File: src/assert_macros.svh
// assertion macros used by the binner rtl
`ifndef ASSERT_MACROS_SVH
`define ASSERT_MACROS_SVH

// clocked check, off while reset is asserted
`define ASSERT_CLK(lbl, prop, msg) \
  lbl: assert property (@(posedge clk_i) disable iff (!rst_ni) prop) else $error(msg);

// clocked check that also holds during reset
`define ASSERT_ALWAYS(lbl, prop, msg) \
  lbl: assert property (@(posedge clk_i) prop) else $error(msg);

`endif

File: src/pbtb_pkg.sv
// constants, types and helpers of the point tile binner
`timescale 1ns / 1ps

package pbtb_pkg;

  localparam int COORD_BITS = 32;
  localparam int TILE_BITS  = 7;
  localparam int MAX_TILES  = 64;
  localparam int CELL_BITS  = $clog2(MAX_TILES);
  localparam int ACC_BITS   = 2 * CELL_BITS;
  localparam int IDX_BITS   = 18;
  localparam int PROD_BITS  = COORD_BITS + TILE_BITS;
  localparam int STEP_BITS  = $clog2(TILE_BITS);
  localparam int AXES       = 3;
  localparam int AXIS_BITS  = 2;
  localparam int CFG_IDX_BITS = 2;

  localparam logic [CFG_IDX_BITS-1:0] REG_TILES_X = CFG_IDX_BITS'(0);
  localparam logic [CFG_IDX_BITS-1:0] REG_TILES_Y = CFG_IDX_BITS'(1);
  localparam logic [CFG_IDX_BITS-1:0] REG_TILES_Z = CFG_IDX_BITS'(2);

  localparam logic OP_BOUND    = 1'b0;
  localparam logic OP_CLASSIFY = 1'b1;

  typedef enum logic [8:0] {
    S_IDLE  = 9'b000000001,
    S_CHECK = 9'b000000010,
    S_LOAD  = 9'b000000100,
    S_MUL   = 9'b000001000,
    S_DIV   = 9'b000010000,
    S_CELL  = 9'b000100000,
    S_COMB1 = 9'b001000000,
    S_COMB2 = 9'b010000000,
    S_DONE  = 9'b100000000
  } state_e;

  // zero counts as one tile, large values saturate
  function automatic logic [TILE_BITS-1:0] eff_tiles(input logic [TILE_BITS-1:0] n);
    logic [TILE_BITS-1:0] r;
    if (n == '0) begin
      r = TILE_BITS'(1);
    end else if (n > TILE_BITS'(MAX_TILES)) begin
      r = TILE_BITS'(MAX_TILES);
    end else begin
      r = n;
    end
    return r;
  endfunction

endpackage

File: src/point_bounding_box_tile_binner.sv
// top level: bounding box tracker and bit-serial tile classifier
`timescale 1ns / 1ps
`include "assert_macros.svh"

// Every input transfer yields one result transfer. A bound item (op 0) grows or restarts the
// per-axis box and goes from S_CHECK straight to S_DONE; a classify item found outside the box
// takes the same path. A classify item inside the box instead runs each of the three axes in
// turn through one shared restoring divider that makes one quotient bit per cycle (operand
// setup, multiply by the tile count, 7 quotient bits, clamp), followed by the S_COMB1 and
// S_COMB2 states that fold the cells into the linear index. One item is worked on at a time;
// the next item is taken as soon as the previous result sits in the output register, even if
// that result has not yet been taken downstream. The user must write tile counts on the cfg
// channel only while the block is idle, which the block itself does not enforce; cfg_ready_o is
// always high.
module point_bounding_box_tile_binner (
  input  logic        clk_i,
  input  logic        rst_ni,
  // cfg write channel
  input  logic        cfg_valid_i,
  output logic        cfg_ready_o,
  input  logic [pbtb_pkg::CFG_IDX_BITS-1:0] cfg_index_i,
  input  logic [pbtb_pkg::TILE_BITS-1:0]    cfg_data_i,
  // input stream
  input  logic        s_axis_tvalid_i,
  output logic        s_axis_tready_o,
  input  logic [95:0] s_axis_tdata_i,   // coord_x [31:0], coord_y [63:32], coord_z [95:64]
  input  logic [1:0]  s_axis_tuser_i,   // op [0], first_point [1]
  // output stream
  output logic        m_axis_tvalid_o,
  input  logic        m_axis_tready_i,
  output logic [23:0] m_axis_tdata_o,   // tile_index [17:0], zero [23:18]
  output logic [1:0]  m_axis_tuser_o    // out_of_box [0], was_classify [1]
);

  localparam int CW = pbtb_pkg::COORD_BITS;
  localparam int TW = pbtb_pkg::TILE_BITS;
  localparam int PW = pbtb_pkg::PROD_BITS;

  pbtb_pkg::state_e state_q, state_d;

  logic [TW-1:0] tiles_x_q, tiles_y_q, tiles_z_q;
  logic [TW-1:0] n_x, n_y, n_z;

  logic                 op_q, first_q;
  logic signed [CW-1:0] pt_q [pbtb_pkg::AXES];
  logic signed [CW-1:0] lo_q [pbtb_pkg::AXES];
  logic signed [CW-1:0] hi_q [pbtb_pkg::AXES];
  logic                 box_valid_q;

  logic [pbtb_pkg::AXIS_BITS-1:0] ax_q;
  logic [CW-1:0]                  off_q, ext_q;
  logic [TW-1:0]                  n_q, q_q;
  logic                           zero_q;
  logic [PW-1:0]                  rem_q, div_q;
  logic [pbtb_pkg::STEP_BITS-1:0] step_q;
  logic [pbtb_pkg::CELL_BITS-1:0] cell_q [pbtb_pkg::AXES];
  logic [pbtb_pkg::ACC_BITS-1:0]  acc_q;

  logic [pbtb_pkg::IDX_BITS-1:0]  res_idx_q;
  logic                           res_oob_q;

  logic                           m_valid_q;
  logic [pbtb_pkg::IDX_BITS-1:0]  m_idx_q;
  logic                           m_oob_q, m_cls_q;

  logic                 accept;
  logic                 outside;
  logic                 restart;
  logic                 out_free;
  logic signed [CW-1:0] pt_sel, lo_sel, hi_sel;
  logic [TW-1:0]        n_sel;
  logic [PW:0]          trial;
  logic [TW-1:0]        cell_full;

  assign n_x = pbtb_pkg::eff_tiles(tiles_x_q);
  assign n_y = pbtb_pkg::eff_tiles(tiles_y_q);
  assign n_z = pbtb_pkg::eff_tiles(tiles_z_q);

  assign cfg_ready_o     = 1'b1;
  assign s_axis_tready_o = (state_q == pbtb_pkg::S_IDLE);
  assign accept          = s_axis_tvalid_i && s_axis_tready_o;
  assign out_free        = !m_valid_q || m_axis_tready_i;
  assign restart         = first_q || !box_valid_q;

  always_comb begin
    outside = !box_valid_q;
    for (int i = 0; i < pbtb_pkg::AXES; i++) begin
      if (pt_q[i] < lo_q[i] || pt_q[i] > hi_q[i]) begin
        outside = 1'b1;
      end
    end
  end

  always_comb begin
    pt_sel = pt_q[ax_q];
    lo_sel = lo_q[ax_q];
    hi_sel = hi_q[ax_q];
    case (ax_q)
      pbtb_pkg::AXIS_BITS'(0): n_sel = n_x;
      pbtb_pkg::AXIS_BITS'(1): n_sel = n_y;
      default:                 n_sel = n_z;
    endcase
  end

  // one restoring step: subtract the shifted divisor when it fits
  assign trial = {1'b0, rem_q} - {1'b0, div_q};

  // quotient never exceeds n since offset <= extent; high face clamps to n-1
  assign cell_full = zero_q ? '0 : ((q_q >= n_q) ? n_q - TW'(1) : q_q);

  always_comb begin
    state_d = state_q;
    case (state_q)
      pbtb_pkg::S_IDLE:  if (accept) state_d = pbtb_pkg::S_CHECK;
      pbtb_pkg::S_CHECK: begin
        if (op_q == pbtb_pkg::OP_BOUND || outside) begin
          state_d = pbtb_pkg::S_DONE;
        end else begin
          state_d = pbtb_pkg::S_LOAD;
        end
      end
      pbtb_pkg::S_LOAD:  state_d = pbtb_pkg::S_MUL;
      pbtb_pkg::S_MUL:   state_d = pbtb_pkg::S_DIV;
      pbtb_pkg::S_DIV:   if (step_q == pbtb_pkg::STEP_BITS'(TW - 1)) state_d = pbtb_pkg::S_CELL;
      pbtb_pkg::S_CELL: begin
        if (ax_q == pbtb_pkg::AXIS_BITS'(pbtb_pkg::AXES - 1)) begin
          state_d = pbtb_pkg::S_COMB1;
        end else begin
          state_d = pbtb_pkg::S_LOAD;
        end
      end
      pbtb_pkg::S_COMB1: state_d = pbtb_pkg::S_COMB2;
      pbtb_pkg::S_COMB2: state_d = pbtb_pkg::S_DONE;
      pbtb_pkg::S_DONE:  if (out_free) state_d = pbtb_pkg::S_IDLE;
      default:           state_d = pbtb_pkg::S_IDLE;
    endcase
  end

  // control state, tile count registers and box
  always_ff @(posedge clk_i or negedge rst_ni) begin
    if (!rst_ni) begin
      state_q     <= pbtb_pkg::S_IDLE;
      tiles_x_q   <= TW'(1);
      tiles_y_q   <= TW'(1);
      tiles_z_q   <= TW'(1);
      box_valid_q <= 1'b0;
      for (int i = 0; i < pbtb_pkg::AXES; i++) begin
        lo_q[i] <= '0;
        hi_q[i] <= '0;
      end
      ax_q        <= '0;
      step_q      <= '0;
      m_valid_q   <= 1'b0;
    end else begin
      state_q <= state_d;
      if (cfg_valid_i && cfg_ready_o) begin
        case (cfg_index_i)
          pbtb_pkg::REG_TILES_X: tiles_x_q <= cfg_data_i;
          pbtb_pkg::REG_TILES_Y: tiles_y_q <= cfg_data_i;
          pbtb_pkg::REG_TILES_Z: tiles_z_q <= cfg_data_i;
          default: ;
        endcase
      end
      if (state_q == pbtb_pkg::S_CHECK && op_q == pbtb_pkg::OP_BOUND) begin
        box_valid_q <= 1'b1;
        for (int i = 0; i < pbtb_pkg::AXES; i++) begin
          if (restart || pt_q[i] < lo_q[i]) lo_q[i] <= pt_q[i];
          if (restart || pt_q[i] > hi_q[i]) hi_q[i] <= pt_q[i];
        end
      end
      if (state_q == pbtb_pkg::S_CHECK) begin
        ax_q <= '0;
      end else if (state_q == pbtb_pkg::S_CELL) begin
        ax_q <= ax_q + pbtb_pkg::AXIS_BITS'(1);
      end
      if (state_q == pbtb_pkg::S_MUL) begin
        step_q <= '0;
      end else if (state_q == pbtb_pkg::S_DIV) begin
        step_q <= step_q + pbtb_pkg::STEP_BITS'(1);
      end
      if (state_q == pbtb_pkg::S_DONE && out_free) begin
        m_valid_q <= 1'b1;
      end else if (m_valid_q && m_axis_tready_i) begin
        m_valid_q <= 1'b0;
      end
    end
  end

  // datapath
  always_ff @(posedge clk_i) begin
    if (accept) begin
      op_q     <= s_axis_tuser_i[0];
      first_q  <= s_axis_tuser_i[1];
      pt_q[0]  <= s_axis_tdata_i[CW-1:0];
      pt_q[1]  <= s_axis_tdata_i[2*CW-1:CW];
      pt_q[2]  <= s_axis_tdata_i[3*CW-1:2*CW];
    end
    if (state_q == pbtb_pkg::S_CHECK) begin
      res_idx_q <= '0;
      res_oob_q <= (op_q == pbtb_pkg::OP_CLASSIFY) && outside;
    end
    if (state_q == pbtb_pkg::S_LOAD) begin
      off_q <= CW'(pt_sel - lo_sel);
      ext_q <= CW'(hi_sel - lo_sel);
      n_q   <= n_sel;
    end
    if (state_q == pbtb_pkg::S_MUL) begin
      rem_q  <= PW'(off_q) * PW'(n_q);
      div_q  <= PW'(ext_q) << (TW - 1);
      zero_q <= (ext_q == '0);
      q_q    <= '0;
    end
    if (state_q == pbtb_pkg::S_DIV) begin
      if (!trial[PW]) rem_q <= trial[PW-1:0];
      q_q   <= {q_q[TW-2:0], !trial[PW]};
      div_q <= div_q >> 1;
    end
    if (state_q == pbtb_pkg::S_CELL) begin
      cell_q[ax_q] <= cell_full[pbtb_pkg::CELL_BITS-1:0];
    end
    if (state_q == pbtb_pkg::S_COMB1) begin
      acc_q <= pbtb_pkg::ACC_BITS'(cell_q[0]) * pbtb_pkg::ACC_BITS'(n_y)
             + pbtb_pkg::ACC_BITS'(cell_q[1]);
    end
    if (state_q == pbtb_pkg::S_COMB2) begin
      res_idx_q <= pbtb_pkg::IDX_BITS'(acc_q) * pbtb_pkg::IDX_BITS'(n_z)
                 + pbtb_pkg::IDX_BITS'(cell_q[2]);
    end
    if (state_q == pbtb_pkg::S_DONE && out_free) begin
      m_idx_q <= res_idx_q;
      m_oob_q <= res_oob_q;
      m_cls_q <= op_q;
    end
  end

  assign m_axis_tvalid_o = m_valid_q;
  assign m_axis_tdata_o  = {{(24 - pbtb_pkg::IDX_BITS){1'b0}}, m_idx_q};
  assign m_axis_tuser_o  = {m_cls_q, m_oob_q};

  `ASSERT_CLK(a_accept_to_check, accept |=> (state_q == pbtb_pkg::S_CHECK), "accept did not start check")
  `ASSERT_CLK(a_oob_zero_index, (m_valid_q && m_oob_q) |-> (m_idx_q == '0), "out-of-box result has nonzero index")
  `ASSERT_CLK(a_bound_result_zero, (m_valid_q && !m_cls_q) |-> (m_idx_q == '0 && !m_oob_q), "bound result not zero")
  `ASSERT_CLK(a_box_valid_stays, !$fell(box_valid_q), "box valid dropped")
  `ASSERT_CLK(a_cell_x_in_range, (state_q == pbtb_pkg::S_COMB1) |-> (TW'(cell_q[0]) < n_x), "x cell out of range")

endmodule

File: config.mk
export PLATFORM = sky130hd
export DESIGN_NAME = point_bounding_box_tile_binner
export DESIGN_NICKNAME = d
export VERILOG_FILES = /design/src/pbtb_pkg.sv /design/src/point_bounding_box_tile_binner.sv
export VERILOG_INCLUDE_DIRS = /design/src /design/src/src
export SDC_FILE = /design/constraint.sdc
export NUM_CORES = 2
export LEC_CHECK = 0
export ABC_AREA = 0
export BUFFER_PORTS_ARGS = -buffer_cell sky130_fd_sc_hd__buf_2
export CORE_MARGIN = 5
export CORE_UTILIZATION = 30
export DETAILED_ROUTE_END_ITERATION = 10
export GPL_TIMING_DRIVEN = 1
export PLACE_DENSITY = 0.54
export SYNTH_ARGS = -nofsm -noshare
export SYNTH_HDL_FRONTEND = slang
export SYNTH_SLANG_ARGS = --single-unit
File: constraint.sdc
create_clock -name clk_i -period 7.9 [get_ports clk_i]
set_input_delay 1.58 -clock clk_i [delete_from_list [all_inputs] [get_ports clk_i]]
set_output_delay 1.58 -clock clk_i [all_outputs]
set_load 0.01 [all_outputs]
# After elaboration in Yosys (flattened, before gate mapping)
# Memory sizes are Yosys's and may differ from the RTL's.
# Cells that the tools add are included.
# Widths: inputs -> output; s select.
# op_classes
div_mod_pow	0
eq_ne	17
multipliers	3
magnitude_cmp	11
n_addsub	8
mux	43
bitwise	2
shift	0
n_reduce_logical	40
# op_table
cell	n
$bmux 32 s2	2
$mux 32	4
$mux 39	3
$gt 32x32->1	3
$lt 32x32->1	3
$pmux 9 s9	1
$sub 32x32->32	2
$mux 7	9
$sub 39x38->40	1
$mul 32x7->39	1
$mux 38	1
$mux 37	1
$mux 18	2
$mux 9	4
$logic_not 32->1	1
$gt 7x7->1 const B	3
$logic_not 7->1	3
$add 18x6->18	1
$mul 12x7->18	1
$reduce_and 2->1	9
$pmux 7 s2	1
$add 12x6->12	1
$logic_or 1x1->1	12
$mul 6x7->12	1
30 further kinds	54
# totals
memories	2
ram_bits	114
rom_bits	0
latch_bits	0
input_bits	112
output_inout_bits	29
ff_bits	438
elab_cells	156
# mem_list
name	depth	width	rd	rd_clocked_by_memory_dff	write_ports	line_no	text
pt_q	3	32	4	0	3	point_bounding_box_tile_binner.sv:45	logic signed [CW-1:0] pt_q [pbtb_pkg::AXES];
cell_q	3	6	3	0	1	point_bounding_box_tile_binner.sv:56	logic [pbtb_pkg::CELL_BITS-1:0] cell_q [pbtb_pkg::AXES];

# Depth between registers and ports, before layout
# An unclocked memory read counts as a cell.
# logic_depth
ltp_word	9
ltp_mapped	21
mapped_depth_nobuf	21

# Least setup slack after synthesis
# No wires, ideal clock.
# synth_path
path_type	flip-flop to flip-flop
from	register state_q[4]
to	register ext_q[0] (enable)
path_slack_ps	-483
required_time_ps	7220
arrival_time_ps	7703
period_less_slack_ps	8383
path_stages_with_launch	3
n_path_buf	0
setup_time_ps	680
path_cell_list	dfrtp_1 > or3_1 > nor4bb_1
# synth_between
elab_chain_cells	1
# synth_rtl
element	line_no	text
from (decl)	point_bounding_box_tile_binner.sv:39	pbtb_pkg::state_e state_q, state_d;
from (signal assigned)	point_bounding_box_tile_binner.sv:142	state_q <= pbtb_pkg::S_IDLE;
from (signal assigned)	point_bounding_box_tile_binner.sv:155	state_q <= state_d;
$eq 9x3->1	point_bounding_box_tile_binner.sv:202	if (state_q == pbtb_pkg::S_LOAD) begin
to (signal assigned)	point_bounding_box_tile_binner.sv:204	ext_q <= CW'(hi_sel - lo_sel);
to (decl)	point_bounding_box_tile_binner.sv:51	logic [CW-1:0] off_q, ext_q;
# Every way passes these cells.
# A chain may end at the register's enable or synchronous reset.

# Final worst setup path
# layout_path
from	register n_q[5]
to	register rem_q[35]
# layout_between
elab_chain_cells	4
# layout_rtl
element	line_no	text
from (decl)	point_bounding_box_tile_binner.sv:52	logic [TW-1:0] n_q, q_q;
from (signal assigned)	point_bounding_box_tile_binner.sv:205	n_q <= n_sel;
$mul 32x7->39 (*)	point_bounding_box_tile_binner.sv:208	rem_q <= PW'(off_q) * PW'(n_q);
$mux 39 (*)	point_bounding_box_tile_binner.sv:207	if (state_q == pbtb_pkg::S_MUL) begin
$mux 39	point_bounding_box_tile_binner.sv:214	if (!trial[PW]) rem_q <= trial[PW-1:0];
$mux 39 (*)	point_bounding_box_tile_binner.sv:213	if (state_q == pbtb_pkg::S_DIV) begin
to (signal assigned)	point_bounding_box_tile_binner.sv:208	
to (signal assigned)	point_bounding_box_tile_binner.sv:214	
to (decl)	point_bounding_box_tile_binner.sv:54	logic [PW-1:0] rem_q, div_q;
# Mark *: on every way between the ends. The rest lies on a longest branch, timed or not.

==> results.yml <==
synth:
  ys.flop_type: "edfxtp_1"
  yosysWarnings: 0
  syn-cell-area_sq_um: 43600
  synth_xor_area_share_pct: 2.77
  synth-edff-count: 284
  async_flop_share_pct: 41.5
  synthSimpleGateAreaFrac_pct: 13.0
  synthCells: 4273
  synth_area_per_cell_sq_um: 10.2
  synthMuxAreaShare_pct: 8.81
  synthAdderAreaFrac_pct: 22.9
  synth.distinct_cells: 92
  yosysSeqAreaShare_pct: 34.5
  synth_top_family_by_area: "adder cells"
  synth-seq-cells: 552
  synth_compound_area_share_pct: 11.9
setup_path:
  reg2reg_depth: 17
  endpoint: "rem_q[35]$_DFF_P_"
  crit_buf_inv: 2
  regToRegSetupSlack_ns: 1.74
  cp_top_family: "adder cells"
  crit_chain: "and2_1 > fa_1 > fa_1 > fa_1 > inv_1 > fa_1 > inv_1 > ha_1 > a21oi_1 > nand2_1 > o41ai_2 > o2111ai_1 > a221oi_1 > o21ai_1 > a21o_1 > a221oi_1 > nand2_1"
  critPathLaunch: "n_q[5]$_DFFE_PP_"
  critPathKind: "flip-flop to flip-flop"
  cpPeakStageDelay_ns: 0.89
  reg2reg_to: "rem_q[35]$_DFF_P_"
  reg2reg_from: "n_q[5]$_DFFE_PP_"
  cpMostUsedCell: "fa_1"
  crit_path_top_delay_cell: "edfxtp_1"
  worstPathRequired_ns: 8.44
  cp-start-kind: "flip-flop"
  cp_data_arrival_time_ns: 6.70
  worstSetupPathDepth: 17
  cp_max_fo: 21
  endpoint_kind: "flip-flop"
grt:
  antenna_found_initial: 0
  grt_max_degree: 148
  track_usage_pct: 14.8
  grt_pass1_wl_mm: 179
  grt-ovfl-total: 0
  grt_pass1_vias: 31600
clock_network:
  clkSinkCount: 552
  clkTransAtPathRegs_ns: 0.07
  cts_hold_buf: 0
  clock_latency_ns: 0.67
  clock_path_buffers: 3
  cts-buffers-inserted: 69
  post-cts-setup-buffers: 0
  cts_resized: 0
  htreeDepth: 3
  cts-root-buf: "clkbuf_16"
  tritoncts: "done"
floorplanning:
  fp.dieH_um: 391
  rows: 139
  initial_core_util_pct: 30.3
  io_pins: 141
  coreArea_sq_um: 144000
  die-area_sq_um: 153000
  die_x_um: 391
sta:
  max_slew_margin_pct: 21.2
  setup_viol: 0
  timing.final.ws_setup_ns: 1.74
  slew_violations: 0
  fmax_ghz: 0.162
  skew_ns: 0.0322
  finalSetupTns_ns: 0
  min_period_over_period_pct: 78.0
  worst_slew_pin_slew_ns: 1.18
  hold_viol: 0
  rsz0062_at_grt: "no"
  period_needed_ns: 6.16
route:
  vias: 30600
  viasPerCell: 4.83
  wirelength_mm: 114
  post_drt_wl_per_cell_um: 17.9
  first_pass_iters: 5
  initialDrtViolationCount: 1635
  drc: 0
  antenna_left: 0
placement:
  place.gp.congestion: 0.891
  pre_cts_slack_ns: 1.77
  dpl_cell_area_sq_um: 46400
  portBuffers: 133
  dp_hpwl_mm: 87.9
hold_path:
  holdCritPathClass: "flip-flop to flip-flop"
final_layout:
  drive_gt1_share_pct: 11.3
  nets: 5158
  final_area_sq_um: 48700
  area_growth_pct: 11.8
pwr:
  p_total_uw: 14400
  ir_drop_uv: 190
  p_per_area_nw_per_um2: 295
  p_leak_uw: 0.0220
job:
  drv_cap: 0
outcome:
  status: "complete, no violations"
Yosys cell counts, drive strengths merged, types with 36 or more instances:
library cell	instances	share of area [%]
a211oi	51	0.91
a21o	121	2.1
a21oi	222	2.6
and2	281	4.0
buf	46	0.71
clkbuf	84	0.73
dfrtp	225	13
dfxtp	39	1.8
edfxtp	284	20
fa	229	11
ha	432	12
inv	541	4.7
mux2	216	6.4
mux2i	107	2.5
nand2	315	2.7
nand3	56	0.64
nand4	39	0.56
nor2	203	1.7
nor2b	36	0.52
nor3	48	0.56
o21a	37	0.64
o21ai	211	2.4
xnor2	97	1.9
xor2	41	0.82
cell usage in the layout, fill, tap and decap left out, types with 10 or more instances in the layout:
| cell type | n |
|---|---|
| nor2_1 | 202 |
| nor2b_1 | 35 |
| clkbuf_16 | 72 |
| xor2_1 | 41 |
| clkinv_2 | 10 |
| a211oi_1 | 48 |
| o21a_1 | 37 |
| ha_1 | 432 |
| a21o_1 | 121 |
| nand2b_1 | 27 |
| buf_4 | 32 |
| mux2_4 | 90 |
| nand2_1 | 314 |
| o21bai_1 | 10 |
| a211o_1 | 17 |
| a21oi_1 | 220 |
| edfxtp_1 | 284 |
| nor4_1 | 21 |
| and2_1 | 280 |
| mux2_2 | 91 |
| buf_2 | 132 |
| dfrtp_1 | 223 |
| or3_1 | 12 |
| a31oi_1 | 13 |
| nand3_1 | 55 |
| xnor2_1 | 97 |
| o21ai_0 | 184 |
| fa_1 | 229 |
| dfxtp_1 | 39 |
| mux2i_1 | 107 |
| o21ai_1 | 25 |
| nor3_1 | 47 |
| mux2_1 | 35 |
| inv_1 | 540 |
| and3_1 | 25 |
| nand4_1 | 39 |
| o211ai_1 | 15 |
| a21boi_0 | 10 |
flip-flops by register name, indices dropped and copies added, names as in the netlist, 12 cells and up:
register	count
off_q	32
hi_q	96
m_idx_q	18
div_q	38
cell_q	18
acc_q	12
rem_q	39
ext_q	32
res_idx_q	18
pt_q	96
lo_q	96
how the worst min path moves through the flow:
stage / slack [ns] / cells after the start / end / start
2_1_floorplan: 0.40 / 0 / m_idx_q[0]$_DFFE_PP_ / res_idx_q[0]$_SDFFCE_PN0P_
3_3_place_gp: 0.41 / 0 / m_idx_q[13]$_DFFE_PP_ / res_idx_q[13]$_SDFFCE_PN0P_
3_5_place_dp: 0.40 / 0 / m_idx_q[12]$_DFFE_PP_ / res_idx_q[12]$_SDFFCE_PN0P_
4_1_cts: 0.42 / 0 / m_idx_q[15]$_DFFE_PP_ / res_idx_q[15]$_SDFFCE_PN0P_
5_1_grt: 0.42 / 0 / m_idx_q[15]$_DFFE_PP_ / res_idx_q[15]$_SDFFCE_PN0P_
6_report: 0.42 / 0 / m_idx_q[12]$_DFFE_PP_ / res_idx_q[12]$_SDFFCE_PN0P_
where the power goes:
part / total, uW / switching, uW / internal, uW
registers: 4600 / 641 / 3960
clock network: 3330 / 1360 / 1980
logic: 6450 / 3520 / 2940
worst reg2reg max path: cells and delay by family (launching register included):
family / cells / cell delay, ns
AND/OR/NAND/NOR: 3 / 0.50
buffers and inverters: 2 / 0.10
AO/OA/AOI/OAI: 7 / 2.16
adder cells (fa/ha/maj): 5 / 2.40
flip-flops: 1 / 0.89
per-layer routing:
| metal | track usage [%] | part of all wire, % | up-vias |
|---|---|---|---|
| li1 | - | - | 15000 |
| met2 | 24.3 | 45 | 547 |
| met4 | 5.17 | 3.2 | 0 |
| met5 | 0 | 0 | - |
| met3 | 1.90 | 3.7 | 155 |
| met1 | 20.3 | 48 | 14900 |
metrics by stage:
step | std cells | hold WS, ns | utilization, %
2_1_floorplan | 4278 | 0.400 | -
3_5_place_dp | 6217 | 0.405 | 32.2
5_1_grt | 6344 | 0.422 | 33.8
3_3_place_gp | 6217 | 0.405 | 32.2
4_1_cts | 6344 | 0.419 | 33.8
6_report | 6346 | 0.417 | 33.9
final cells by class:
class,count,area (sq um)
fill,14800,95300
multi-input combinational,3055,26000
sequential,552,15100
tap,1903,2380
inverter,541,2030
clock buffer,90,1930
timing repair buffer,166,936
clock inverter,37,442
antenna,2,5.00
kinds of logic after synthesis:
logic type	after synthesis
AO/OA/AOI/OAI	810
XOR/XNOR	138
adder cells (fa/ha/maj)	661
buffers and inverters	671
flip-flops	552
multiplexers	323
other	2
AND/OR/NAND/NOR	1116
No activity file was read; power rests on OpenSTA's default activity.
